===== src/crcs_pkg.sv =====
// ----------------------------------------------------------------------------
// crcs_pkg: shared types and constants for the serial CRC generator/checker
// Sizes, register map, command codes and degree helpers used by every stage.
// ----------------------------------------------------------------------------
package crcs_pkg;

  localparam int MAX_DEGREE  = 32;
  localparam int REM_W       = MAX_DEGREE;
  localparam int CNT_W       = $clog2(MAX_DEGREE + 1);
  localparam int GEN_W       = 32;
  localparam int DEG_W       = 6;
  localparam int DATA_W      = 32;
  localparam int ADDR_W      = 4;
  localparam int QUEUE_DEPTH = 2;

  localparam logic [1:0] REG_GEN  = 2'd0;
  localparam logic [1:0] REG_DEG  = 2'd1;
  localparam logic [1:0] REG_MODE = 2'd2;

  localparam logic [GEN_W-1:0] GEN_RESET = 32'h04C1_1DB7;
  localparam logic [DEG_W-1:0] DEG_RESET = 6'd32;

  localparam logic [1:0] CMD_ECHO     = 2'd0;
  localparam logic [1:0] CMD_ECHO_CRC = 2'd1;
  localparam logic [1:0] CMD_CHECK    = 2'd2;

  typedef struct packed {
    logic [GEN_W-1:0] gen;
    logic [DEG_W-1:0] degree;
    logic             check_mode;
  } cfg_t;

  typedef struct packed {
    logic [1:0]       kind;
    logic             data;
    logic             err;
    logic [REM_W-1:0] rem;
    logic [CNT_W-1:0] degree;
  } cmd_t;

  typedef struct packed {
    logic busy;
    logic pop;
  } back_sts_t;

  // Degree 0 behaves as 1, anything above MAX_DEGREE as MAX_DEGREE.
  function automatic logic [CNT_W-1:0] eff_degree(input logic [DEG_W-1:0] deg);
    logic [CNT_W-1:0] d;
    if (deg == '0) begin
      d = CNT_W'(1);
    end else if (32'(deg) > MAX_DEGREE) begin
      d = CNT_W'(MAX_DEGREE);
    end else begin
      d = CNT_W'(deg);
    end
    return d;
  endfunction

  function automatic logic [REM_W-1:0] deg_mask(input logic [CNT_W-1:0] d);
    logic [REM_W-1:0] m;
    for (int i = 0; i < REM_W; i++) begin
      m[i] = (i < int'(d));
    end
    return m;
  endfunction

endpackage


===== src/crcs_if.sv =====
// ----------------------------------------------------------------------------
// crcs_if: valid/ready channels of the serial CRC unit
// One interface for incoming bits and one for result beats.
// ----------------------------------------------------------------------------
interface crcs_in_if;
  logic valid;
  logic ready;
  logic data_bit;
  logic final_bit;

  modport source(output valid, output data_bit, output final_bit, input ready);
  modport sink(input valid, input data_bit, input final_bit, output ready);
endinterface

interface crcs_out_if;
  logic valid;
  logic ready;
  logic out_bit;
  logic is_check_bit;
  logic error_flag;
  logic run_last;

  modport source(output valid, output out_bit, output is_check_bit,
                 output error_flag, output run_last, input ready);
  modport sink(input valid, input out_bit, input is_check_bit,
               input error_flag, input run_last, output ready);
endinterface


===== src/crcs_front.sv =====
// ----------------------------------------------------------------------------
// crcs_front: bit intake and remainder update
// Accepts one bit per beat, steps the polynomial division and queues a
// command for each beat that produces results.
// ----------------------------------------------------------------------------
module crcs_front import crcs_pkg::*; (
  input  logic          clk,
  input  logic          rst_n,
  input  cfg_t          cfg,
  crcs_in_if.sink       in_bus,
  input  logic          q_space,
  output logic          q_push,
  output cmd_t          q_cmd
);

  logic [REM_W-1:0] rem_r, rem_nxt;
  logic [REM_W-1:0] rem_step, mask, gen, top_vec;
  logic [CNT_W-1:0] deg;
  logic             top, fb, accept;

  assign in_bus.ready = q_space;
  assign accept       = in_bus.valid & in_bus.ready;

  always_comb begin
    deg     = eff_degree(cfg.degree);
    mask    = deg_mask(deg);
    gen     = REM_W'(cfg.gen) & mask;
    top_vec = rem_r >> (deg - CNT_W'(1));
    top     = top_vec[0];
    fb      = in_bus.data_bit ^ top;
    if (cfg.check_mode) begin
      // Plain long division: the codeword bit enters at the bottom.
      rem_step = (((rem_r << 1) | REM_W'(in_bus.data_bit)) & mask) ^ (top ? gen : '0);
    end else begin
      // Division of message * x^degree: the bit feeds back at the top.
      rem_step = ((rem_r << 1) & mask) ^ (fb ? gen : '0);
    end
  end

  always_comb begin
    q_push = accept & (~cfg.check_mode | in_bus.final_bit);
    if (cfg.check_mode) begin
      q_cmd.kind = CMD_CHECK;
    end else if (in_bus.final_bit) begin
      q_cmd.kind = CMD_ECHO_CRC;
    end else begin
      q_cmd.kind = CMD_ECHO;
    end
    q_cmd.data   = in_bus.data_bit;
    q_cmd.err    = |rem_step;
    q_cmd.rem    = rem_step;
    q_cmd.degree = deg;
  end

  always_comb begin
    rem_nxt = rem_r;
    if (accept) begin
      rem_nxt = in_bus.final_bit ? '0 : rem_step;
    end
  end

  always_ff @(posedge clk) begin
    if (!rst_n) begin
      rem_r <= '0;
    end else begin
      rem_r <= rem_nxt;
    end
  end

endmodule


===== src/crcs_queue.sv =====
// ----------------------------------------------------------------------------
// crcs_queue: command queue between intake and output
// Small register FIFO; a push and a pop may happen in the same cycle.
// ----------------------------------------------------------------------------
module crcs_queue import crcs_pkg::*; (
  input  logic clk,
  input  logic rst_n,
  input  logic push,
  input  cmd_t push_cmd,
  output logic space,
  input  logic pop,
  output logic head_valid,
  output cmd_t head
);

  localparam int PTR_W = (QUEUE_DEPTH > 1) ? $clog2(QUEUE_DEPTH) : 1;
  localparam int QCNT_W = $clog2(QUEUE_DEPTH + 1);

  cmd_t              mem_r [QUEUE_DEPTH];
  logic [PTR_W-1:0]  wr_ptr_r, wr_ptr_nxt;
  logic [PTR_W-1:0]  rd_ptr_r, rd_ptr_nxt;
  logic [QCNT_W-1:0] count_r, count_nxt;

  assign space      = (count_r != QCNT_W'(QUEUE_DEPTH));
  assign head_valid = (count_r != '0);
  assign head       = mem_r[rd_ptr_r];

  // Pointers wrap at the end of the array.
  always_comb begin
    wr_ptr_nxt = wr_ptr_r;
    rd_ptr_nxt = rd_ptr_r;
    count_nxt  = count_r;
    if (push) begin
      wr_ptr_nxt = (32'(wr_ptr_r) == QUEUE_DEPTH - 1) ? '0 : wr_ptr_r + PTR_W'(1);
    end
    if (pop) begin
      rd_ptr_nxt = (32'(rd_ptr_r) == QUEUE_DEPTH - 1) ? '0 : rd_ptr_r + PTR_W'(1);
    end
    if (push && !pop) begin
      count_nxt = count_r + QCNT_W'(1);
    end else if (pop && !push) begin
      count_nxt = count_r - QCNT_W'(1);
    end
  end

  always_ff @(posedge clk) begin
    if (push) begin
      mem_r[wr_ptr_r] <= push_cmd;
    end
  end

  always_ff @(posedge clk) begin
    if (!rst_n) begin
      wr_ptr_r <= '0;
      rd_ptr_r <= '0;
      count_r  <= '0;
    end else begin
      wr_ptr_r <= wr_ptr_nxt;
      rd_ptr_r <= rd_ptr_nxt;
      count_r  <= count_nxt;
    end
  end

endmodule


===== src/crcs_back.sv =====
// ----------------------------------------------------------------------------
// crcs_back: result sequencer
// Turns queued commands into result beats and shifts out check bits,
// most significant first, one per beat.
// ----------------------------------------------------------------------------
module crcs_back import crcs_pkg::*; (
  input  logic      clk,
  input  logic      rst_n,
  input  logic      head_valid,
  input  cmd_t      head,
  output back_sts_t sts,
  crcs_out_if.source out_bus
);

  logic             out_valid_r, out_valid_nxt;
  logic             out_bit_r, out_bit_nxt;
  logic             chk_r, chk_nxt;
  logic             err_r, err_nxt;
  logic             last_r, last_nxt;
  logic [REM_W-1:0] sh_r, sh_nxt;
  logic [CNT_W-1:0] cnt_r, cnt_nxt;
  logic             load, pop;

  assign out_bus.valid        = out_valid_r;
  assign out_bus.out_bit      = out_bit_r;
  assign out_bus.is_check_bit = chk_r;
  assign out_bus.error_flag   = err_r;
  assign out_bus.run_last     = last_r;

  assign load     = ~out_valid_r | out_bus.ready;
  assign sts.busy = (cnt_r != '0);
  assign sts.pop  = pop;

  always_comb begin
    out_valid_nxt = out_valid_r;
    out_bit_nxt   = out_bit_r;
    chk_nxt       = chk_r;
    err_nxt       = err_r;
    last_nxt      = last_r;
    sh_nxt        = sh_r;
    cnt_nxt       = cnt_r;
    pop           = 1'b0;
    if (load) begin
      if (cnt_r != '0) begin
        out_valid_nxt = 1'b1;
        out_bit_nxt   = sh_r[REM_W-1];
        chk_nxt       = 1'b1;
        err_nxt       = 1'b0;
        last_nxt      = (cnt_r == CNT_W'(1));
        sh_nxt        = sh_r << 1;
        cnt_nxt       = cnt_r - CNT_W'(1);
      end else if (head_valid) begin
        pop           = 1'b1;
        out_valid_nxt = 1'b1;
        chk_nxt       = 1'b0;
        unique case (head.kind)
          CMD_CHECK: begin
            out_bit_nxt = 1'b0;
            err_nxt     = head.err;
            last_nxt    = 1'b1;
          end
          CMD_ECHO_CRC: begin
            out_bit_nxt = head.data;
            err_nxt     = 1'b0;
            last_nxt    = 1'b0;
            // Left-justify the remainder so the top check bit sits at the MSB.
            sh_nxt      = head.rem << (CNT_W'(REM_W) - head.degree);
            cnt_nxt     = head.degree;
          end
          default: begin
            out_bit_nxt = head.data;
            err_nxt     = 1'b0;
            last_nxt    = 1'b1;
          end
        endcase
      end else begin
        out_valid_nxt = 1'b0;
      end
    end
  end

  always_ff @(posedge clk) begin
    out_bit_r <= out_bit_nxt;
    chk_r     <= chk_nxt;
    err_r     <= err_nxt;
    last_r    <= last_nxt;
    sh_r      <= sh_nxt;
  end

  always_ff @(posedge clk) begin
    if (!rst_n) begin
      out_valid_r <= 1'b0;
      cnt_r       <= '0;
    end else begin
      out_valid_r <= out_valid_nxt;
      cnt_r       <= cnt_nxt;
    end
  end

endmodule


===== src/crc_generate_check_serial_unit.sv =====
// ----------------------------------------------------------------------------
// crc_generate_check_serial_unit: bit-serial CRC generator and checker
// Programmable generator polynomial with implied leading one. Generate mode
// echoes each bit and appends the check bits; check mode flags a non-zero
// remainder on the last codeword bit.
//
//   channel   | kind        | beat content
//   ----------+-------------+-------------------------------------------------
//   in_bus    | valid/ready | data_bit, final_bit
//   out_bus   | valid/ready | out_bit, is_check_bit, error_flag, run_last
//   APB       | psel/penable| generator_low_bits @0, crc_degree @4, check_mode @8
//
// Input bits are taken one per cycle while the queue has space; the remainder
// update is a single shift and XOR. Output beats leave one per cycle from the
// output register when out_bus.ready allows. A final bit in generate mode costs
// degree+1 output beats, so input stalls once the two-entry command queue fills.
// Reset (rst_n low, synchronous) clears the remainder, queue and output, and
// loads the default CRC-32 generator, degree 32 and generate mode.
// ----------------------------------------------------------------------------
module crc_generate_check_serial_unit import crcs_pkg::*; (
  input  logic              clk,
  input  logic              rst_n,
  input  logic              psel,
  input  logic              penable,
  input  logic              pwrite,
  input  logic [ADDR_W-1:0] paddr,
  input  logic [DATA_W-1:0] pwdata,
  output logic [DATA_W-1:0] prdata,
  output logic              pready,
  crcs_in_if.sink           in_bus,
  crcs_out_if.source        out_bus
);

  logic [GEN_W-1:0] gen_r, gen_nxt;
  logic [DEG_W-1:0] deg_r, deg_nxt;
  logic             mode_r, mode_nxt;
  logic             wr_en;
  cfg_t             cfg;

  logic      q_push, q_space, q_valid;
  cmd_t      q_cmd, q_head;
  back_sts_t back_sts;

  assign pready = 1'b1;
  assign wr_en  = psel & penable & pwrite & pready;

  always_comb begin
    gen_nxt  = gen_r;
    deg_nxt  = deg_r;
    mode_nxt = mode_r;
    if (wr_en) begin
      unique case (paddr[3:2])
        REG_GEN:  gen_nxt  = pwdata[GEN_W-1:0];
        REG_DEG:  deg_nxt  = pwdata[DEG_W-1:0];
        REG_MODE: mode_nxt = pwdata[0];
        default:  ;
      endcase
    end
  end

  always_comb begin
    unique case (paddr[3:2])
      REG_GEN:  prdata = DATA_W'(gen_r);
      REG_DEG:  prdata = DATA_W'(deg_r);
      REG_MODE: prdata = DATA_W'(mode_r);
      default:  prdata = '0;
    endcase
  end

  always_ff @(posedge clk) begin
    if (!rst_n) begin
      gen_r  <= GEN_RESET;
      deg_r  <= DEG_RESET;
      mode_r <= 1'b0;
    end else begin
      gen_r  <= gen_nxt;
      deg_r  <= deg_nxt;
      mode_r <= mode_nxt;
    end
  end

  assign cfg.gen        = gen_r;
  assign cfg.degree     = deg_r;
  assign cfg.check_mode = mode_r;

  crcs_front u_front (
    .clk     (clk),
    .rst_n   (rst_n),
    .cfg     (cfg),
    .in_bus  (in_bus),
    .q_space (q_space),
    .q_push  (q_push),
    .q_cmd   (q_cmd)
  );

  crcs_queue u_queue (
    .clk        (clk),
    .rst_n      (rst_n),
    .push       (q_push),
    .push_cmd   (q_cmd),
    .space      (q_space),
    .pop        (back_sts.pop),
    .head_valid (q_valid),
    .head       (q_head)
  );

  crcs_back u_back (
    .clk        (clk),
    .rst_n      (rst_n),
    .head_valid (q_valid),
    .head       (q_head),
    .sts        (back_sts),
    .out_bus    (out_bus)
  );

  // The sequencer only takes a command that is actually queued.
  a_pop_needs_entry: assert property (@(posedge clk) disable iff (!rst_n)
    back_sts.pop |-> q_valid)
    else $error("queue popped while empty");

  // No new command is taken while check bits are still being shifted out.
  a_no_pop_while_busy: assert property (@(posedge clk) disable iff (!rst_n)
    back_sts.busy |-> !back_sts.pop)
    else $error("command popped during check-bit run");

  // An error flag only ever comes on a closing check-mode beat.
  a_err_beat_shape: assert property (@(posedge clk) disable iff (!rst_n)
    (out_bus.valid && out_bus.error_flag) |-> (!out_bus.is_check_bit && out_bus.run_last))
    else $error("error flag on a non-check-result beat");

endmodule

===== src/flat_wrapper.sv =====
// flat-port wrapper written by rule: the top's interface ports become plain ports
module crc_generate_check_serial_unit_flat import crcs_pkg::*;
  (clk, rst_n, psel, penable, pwrite, paddr, pwdata, prdata, pready, in_bus_valid, in_bus_data_bit, in_bus_final_bit, in_bus_ready, out_bus_valid, out_bus_out_bit, out_bus_is_check_bit, out_bus_error_flag, out_bus_run_last, out_bus_ready);
  crcs_in_if in_bus_i ();
  crcs_out_if out_bus_i ();
  input  logic clk;
  input  logic rst_n;
  input  logic psel;
  input  logic penable;
  input  logic pwrite;
  input  logic [ADDR_W-1:0] paddr;
  input  logic [DATA_W-1:0] pwdata;
  output logic [DATA_W-1:0] prdata;
  output logic pready;
  input wire logic [$bits(in_bus_i.valid)-1:0] in_bus_valid;
  input wire logic [$bits(in_bus_i.data_bit)-1:0] in_bus_data_bit;
  input wire logic [$bits(in_bus_i.final_bit)-1:0] in_bus_final_bit;
  output wire logic [$bits(in_bus_i.ready)-1:0] in_bus_ready;
  output wire logic [$bits(out_bus_i.valid)-1:0] out_bus_valid;
  output wire logic [$bits(out_bus_i.out_bit)-1:0] out_bus_out_bit;
  output wire logic [$bits(out_bus_i.is_check_bit)-1:0] out_bus_is_check_bit;
  output wire logic [$bits(out_bus_i.error_flag)-1:0] out_bus_error_flag;
  output wire logic [$bits(out_bus_i.run_last)-1:0] out_bus_run_last;
  input wire logic [$bits(out_bus_i.ready)-1:0] out_bus_ready;
  assign in_bus_i.valid = in_bus_valid;
  assign in_bus_i.data_bit = in_bus_data_bit;
  assign in_bus_i.final_bit = in_bus_final_bit;
  assign in_bus_ready = in_bus_i.ready;
  assign out_bus_valid = out_bus_i.valid;
  assign out_bus_out_bit = out_bus_i.out_bit;
  assign out_bus_is_check_bit = out_bus_i.is_check_bit;
  assign out_bus_error_flag = out_bus_i.error_flag;
  assign out_bus_run_last = out_bus_i.run_last;
  assign out_bus_i.ready = out_bus_ready;
  crc_generate_check_serial_unit u_core (.clk(clk), .rst_n(rst_n), .psel(psel), .penable(penable), .pwrite(pwrite), .paddr(paddr), .pwdata(pwdata), .prdata(prdata), .pready(pready), .in_bus(in_bus_i), .out_bus(out_bus_i));
endmodule

===== config.mk =====
export PLATFORM = sky130hd
export DESIGN_NAME = crc_generate_check_serial_unit_flat
export DESIGN_NICKNAME = d
export VERILOG_FILES = /design/src/crcs_pkg.sv /design/src/crcs_if.sv /design/src/crcs_front.sv /design/src/crcs_queue.sv /design/src/crcs_back.sv /design/src/crc_generate_check_serial_unit.sv /design/src/flat_wrapper.sv
export SDC_FILE = /design/constraint.sdc
export NUM_CORES = 1
export LEC_CHECK = 0
export ABC_AREA = 1
export BUFFER_PORTS_ARGS = -buffer_cell sky130_fd_sc_hd__buf_2
export CAP_MARGIN = 40
export CORE_MARGIN = 10
export CORE_UTILIZATION = 35
export CTS_CLUSTER_SIZE = 16
export DETAILED_ROUTE_END_ITERATION = 7
export MAX_ROUTING_LAYER = met4
export SLEW_MARGIN = 15
export SYNTH_ARGS = -nofsm -noshare
export SYNTH_HDL_FRONTEND = slang
export SYNTH_SLANG_ARGS = --single-unit

===== constraint.sdc =====
create_clock -name clk -period 3.5 [get_ports clk]
set_input_delay 0 -clock clk [delete_from_list [all_inputs] [get_ports clk]]
set_output_delay 0 -clock clk [all_outputs]
set_load 0.02 [all_outputs]

* Word level (Yosys, flattened, before mapping)
Memory sizes are Yosys's and may differ from the RTL's. A register that Yosys moved wholly into a read port is not among the register bits.
Cells that the tools add are included.
** Storage, ports and cells
- Bits in registers :: 118
- Bits in writable memories :: 84
- Input bits :: 45
- Logic and storage cells :: 132
- Memories kept :: 1
** Memory list
- u_core.u_queue.mem_r :: words 2, width 42, rd ports 1, clocked after Yosys merged registers in 1, wr ports 1, line crcs_queue.sv:19 : cmd_t mem_r [QUEUE_DEPTH];
** Operators by class
- $add $sub $neg :: 7
- Order comparisons :: 33
- Equal/unequal tests :: 6
- Shift operators :: 2
- Muxes and demuxes :: 36
- Bitwise operators :: 15
- Reductions and logical operators :: 17
** Operators by type and width (count)
- 32-bit 2-to-1 mux :: 7
- 32-bit AND :: 3
- 5-bit by 6-bit < comparator with 1-bit output, first input constant :: 16
- 32-bit one-hot mux with 3 select lines :: 1
- 32-bit XOR :: 2
- 4-bit by 6-bit < comparator with 1-bit output, first input constant :: 8
- 32-bit by 1-bit OR with 32-bit output :: 1
- 32-bit OR reduction :: 1
- 32-bit by 6-bit << shifter with 32-bit output :: 1
- 32-bit by 6-bit >> shifter with 1-bit output :: 1
- 6-bit 2-to-1 mux :: 5
- 3-bit by 6-bit < comparator with 1-bit output, first input constant :: 4
- 1-bit 2-to-1 mux :: 20
- 1-bit by 6-bit < comparator with 1-bit output, first input constant :: 2
- 2-bit by 6-bit < comparator with 1-bit output, first input constant :: 2
- 6-bit by 1-bit subtractor with 6-bit output, second input constant :: 2
- 2-bit AND reduction :: 4
- 2-bit nonzero test :: 4
- 6-bit by 1-bit == test with 1-bit output, second input constant :: 1
- 6-bit greater-than comparator, second input constant :: 1
- 6-bit zero test :: 1
- 2-bit 2-to-1 mux :: 3
- 6-bit nonzero test :: 1
- 6-bit subtractor, first input constant :: 1
- 14 further kinds :: 24

* Logic depth before layout (Yosys ltp)
- Depth in word-level cells :: 10
- Depth in mapped cells :: 25
- Mapped depth without buffers :: 23

* Hierarchy
Synthesis repeated with hierarchy kept, for this count alone.
** Second synthesis, totals
- Cells, all modules :: 1646
- Area total of the unflattened synthesis :: 12154.2 sq um
** By module, submodules not included
- crcs_back :: instances 1, cells an instance 570, area an instance 3584.7 sq um, sequential area each 1221.2 sq um
- crcs_queue :: instances 1, cells an instance 166, area an instance 3464.6 sq um, sequential area each 2622.5 sq um
- crcs_front :: instances 1, cells an instance 616, area an instance 3188.1 sq um, sequential area each 640.6 sq um
- crc_generate_check_serial_unit :: instances 1, cells an instance 294, area an instance 1916.8 sq um, sequential area each 780.7 sq um

* Worst setup path after synthesis
OpenSTA, ideal clock, no wires.
- Path kind :: register to register
- From :: reg u_core.u_queue.count_r[0]
- To :: mem u_core.u_queue.mem_r[1][0] (netlist name) (enable)
- Setup time :: 0.443 ns
- Arrival time :: 2.796 ns
- Required time :: 3.057 ns
- Slack :: 0.261 ns
- Stages on the path, launching flop included :: 7
- Cell sequence :: dfxtp_1 inv_1 nand2_1 nand2_1 a21oi_1 inv_1 nor2_1
** On the way
- Cells in the longest elaborated chain, start to end :: 5
** RTL lines
- start, declared :: line crcs_queue.sv:22 : logic [QCNT_W-1:0] count_r, count_nxt;
- start signal, assigned :: line crcs_queue.sv:60 : count_r <= count_nxt;
- 2-bit != test :: line crcs_queue.sv:24 : assign space = (count_r != QCNT_W'(QUEUE_DEPTH));
- named net in_bus_ready :: line flat_wrapper.sv:18 : output wire logic [$bits(in_bus_i.ready)-1:0] in_bus_ready;
- 1-bit AND :: line crcs_front.sv:22 : assign accept = in_bus.valid & in_bus.ready;
- 1-bit AND :: line crcs_front.sv:41 : q_push = accept & (~cfg.check_mode | in_bus.final_bit);
- named net u_core.q_push :: line crc_generate_check_serial_unit.sv:40 : logic q_push, q_space, q_valid;
- 1-bit 2-to-1 mux :: line crcs_queue.sv:47 : if (push) begin
- 1-bit 2-to-1 mux (implied by the code) :: line crcs_queue.sv:48 : mem_r[wr_ptr_r] <= push_cmd;
- end, declared :: line crcs_queue.sv:19
The timed path passes the listed nets, and every way through them passes these cells.

==> summary.md <==
| Metric | Value |
|---|---|
| # setup viols final | `0` |
| Core area | `31390 sq um` |
| First-pass GRT wire length | `52.25 mm` |
| Worst reg2reg path startpoint | `u_core.deg_r[5]` |
| Final Max Slew Viols | `0` |
| Critical Path Sink Type | `register` |
| Synth top area share | `0.3245` |
| Cell Area, Synth | `11110 sq um` |
| Leak | `5.747 nW` |
| Cells along the critical path | `buf_4 -> inv_2 -> nand2_2 -> inv_1 -> ha_4 -> buf_6 -> nand3_1 -> nand3_1 -> nand3_1 -> nand3b_1 -> nand2_1 -> nand2_1 -> nand3_2 -> nand2_4 -> buf_12 -> nand2_1 -> nand2_1 -> nand4_1 -> nor2_1 -> nand2_1 -> nor2_1 -> nand2_1` |
| Commonest cells in the netlist | `nand2_1, inv_1, nor2_1, o21ai_0, edfxtp_1` |
| Syn Inst Count | `1479` |
| Fillers | `3166` |
| Setup ws final | `0.2914 ns` |
| 1st-pass router iterations | `6` |
| Post-route minimum period | `3.209 ns` |
| GP Congestion | `1.037` |
| Post-Route WL | `32.68 mm` |
| Remaining Overflow, GRT | `0` |
| Worst clock skew | `0.01725 ns` |
| Setup_tns | `0 ns` |
| Routed via count | `10120` |
| 1st-iter DRT viols | `785` |
| FMAX | `311.7 MHz` |
| Max incr delay on CP | `0.36 ns` |
| Max IR drop VDD | `0.3661 mV` |
| Number of synthesized register bits | `203` |
| Yosys warns | `0` |
| Outcome | `finished clean` |
| Vias per cell | `5.003` |
| Root Buffer | `clkbuf_16` |
| All-Layer GR Usage | `0.1686` |
| Crit Path Category | `reg -> reg` |
| Fin crit share | `0.9168` |
| CP delay by family, top | `simple AND/OR/NAND/NOR gates` |
| Die Span X | `198.1 microns` |
| IO Pins | `84` |
| CTS Buffer Depth | `3` |
| Cell depth of the worst setup path | `22` |
| CP Max Fanout | `27` |
| Synth area leaders | `edfxtp_1, dfxtp_1, nand2_1, o21ai_0, inv_1` |
| Sequential-to-total area share from yosys stat | `0.4741` |
| Combinational power share | `0.424` |
| Unrepaired setup endpoints after global routing | `false` |
| Clock share of power | `0.259` |
| Net count after synthesis | `1532` |
| Async SR Flop Fraction | `0` |
| Initial antenna violation count | `0` |
| Number of remaining DRC errors | `0` |
| Yosys cell types | `45` |
| Design area | `13480 sq um` |
| Relative slew slack | `0.4068` |
| Ratio of cells with drive above 1 in the final layout | `0.1289` |
| Sw Pwr | `0.004219 W` |
| Clk slew on worst S/H paths | `0.06 ns` |
| P_int | `0.006344 W` |
| Most frequent CP cell | `nand2_1` |
| EDFF count, synth | `120` |
| Synth Flop Type | `edfxtp_1` |
| Hold path cells | `5` |
| Endpoint, Worst Hold | `u_core.u_front.rem_r[5]` |
| CTS tree | `built` |
| Slew @ Worst Pin | `0.8888 ns` |
| Pre-CTS WS | `0.09622 ns` |
| CP startpoint kind | `register` |
| Final #Nets | `1656` |
| Worst Hold Class | `in -> reg` |
| Number of H-tree levels | `1` |
| Synth Area per Inst | `7.509 sq um` |
| Switching share of power | `0.3994` |
| Hpwl dp | `24.07 mm` |
| Area after DPL | `12110 sq um` |
| Port buffer count | `80` |
| Area grow syn2layout | `21.37%` |
| CP required | `3.75 ns` |
| Most common cell in the synthesized netlist | `nand2_1` |
| Worst R2R Path Depth | `22` |
| Tot Pwr | `0.01056 W` |
| Antenna viol nets, final | `0` |
| Chip height | `198.1 microns` |
| Pwr Density | `783.7 nW/um^2` |
| Starting density of the core | `0.3538` |
| Row cnt | `65` |
| Reg2Reg Capture Point | `u_core.u_queue.mem_r[0][38]` |
| Arr. time, crit path | `3.46 ns` |
| Synth area leader | `edfxtp_1` |
| Max cap viols | `0` |
| Final Hold Viols | `0` |
| Ant. Diodes | `0` |
| Die ar. | `39260 sq um` |
| Vias in the first global route | `9624` |
| Hold_sp | `in_bus_valid` |
| Wire per inst | `16.15 microns` |
| Pin count of the biggest net entering global routing | `48` |
| Cts bufs inserted | `24` |
| Clk_lat worst skew | `0.52 ns` |
| Sink Count | `203` |
| Slowest CP cell | `dfxtp_1` |
| CP Buf/Inv Count | `5` |
| Reg power frac | `0.317` |
| Flop2flop setup slack | `0.29 ns` |
layout by cell type (no fill, tap or decap), types with 25 or more instances in the layout:
master / netlist / routed
buf_4: 2 / 47
o21ai_0: 137 / 137
nor2_1: 145 / 140
a21oi_1: 80 / 80
inv_1: 151 / 149
dfxtp_1: 83 / 83
nand2_1: 437 / 436
o211ai_1: 28 / 28
dlygate4sd3_1: 0 / 40
clkbuf_16: 0 / 25
edfxtp_1: 120 / 120
nand3_1: 95 / 95
buf_2: 9 / 80
how the worst max path moves through the flow:
stage	to	from	slack [ns]
6_report	u_core.u_queue.mem_r[0][38]	u_core.deg_r[5]	0.29
3_3_place_gp	u_core.u_queue.mem_r[0][38]	u_core.deg_r[5]	0.20
5_1_grt	u_core.u_queue.mem_r[0][38]	u_core.deg_r[5]	0.04
4_1_cts	u_core.u_queue.mem_r[0][38]	u_core.deg_r[5]	0.08
2_1_floorplan	u_core.u_queue.mem_r[1][0]	u_core.u_queue.count_r[0]	0.26
3_5_place_dp	u_core.u_queue.mem_r[0][38]	u_core.deg_r[5]	0.1
sequential cells by signal (all words and copies together), names as in the netlist, 2 cells and up, named ones only:
register,flops
u_core.u_back.cnt_r,6
u_core.u_queue.mem_r,84
u_core.gen_r,32
u_core.u_queue.count_r,2
u_core.u_back.sh_r,32
u_core.deg_r,6
u_core.u_front.rem_r,32
worst register-to-register path: cells and delay by family, from the launching register on:
kind	cells	cell delay (ns)
adder cells (fa/ha/maj)	1	0.29
flip-flops	1	0.36
buffers and inverters	5	0.59
AND/OR/NAND/NOR	16	1.70
stage by stage:
stage                     hold WS (ns)  utilization  instances
after floorplan                0.09887            -       1479
after global placement          0.2216       0.3849       1935
after detailed placement        0.2230       0.3858       1936
after CTS                      0.05434       0.4266       2020
after global routing            0.1002       0.4294       2023
final                          0.07166       0.4294       2023
per-layer routing:
metal  vias to the layer above  global-route usage  share of wire
met4                         0             0.06008          0.040
met2                       325              0.2569           0.44
met1                      4589              0.2252           0.47
met5                         -                   -              0
li1                       5131                   -              -
met3                        76             0.02224          0.050
final cells by class:
type / instances / area [sq um] / share of cell area
Tap cell: 402 / 503.0 / 0.03732
Clock inverter: 9 / 176.4 / 0.01309
Sequential cell: 203 / 5265 / 0.3906
Clock buffer: 35 / 703.2 / 0.05217
Inverter: 159 / 599.3 / 0.04446
Multi-Input combinational cell: 1044 / 5009 / 0.3716
Timing Repair Buffer: 171 / 1224 / 0.09078
power by group through the flow:
stage	combinational (W)	clock [W]	sequential, W
global placement	0.00444	0	0.00338
CTS	0.00449	0.00280	0.00335
floorplan	0.00313	0	0.00340
global route	0.00507	0.00290	0.00339
detailed placement	0.00445	0	0.00339
finish	0.00448	0.00273	0.00335
kinds of logic (layout without fill, tap and decap cells):
| kind of cell | after synthesis | in the layout | synth area share |
|---|---|---|---|
| AO/OA/AOI/OAI | 292 | 292 | 0.1487 |
| XOR/XNOR | 5 | 5 | 0.003943 |
| adder cells (fa/ha/maj) | 8 | 8 | 0.009013 |
| buffers and inverters | 233 | 374 | 0.08247 |
| flip-flops | 203 | 203 | 0.4741 |
| multiplexers | 20 | 20 | 0.01803 |
| other | 1 | 1 | 0.0003377 |
| AND/OR/NAND/NOR | 717 | 718 | 0.2634 |
repair_timing:
action / CTS / global route
setup endpoints to repair: 0 / 2
hold buffers: 40 / 0
setup buffers: 0 / 2
endpoints found under the hold margin: 47 / 0
gates resized for setup: 0 / 14
Note: power is estimated with default switching activity, not from simulation.
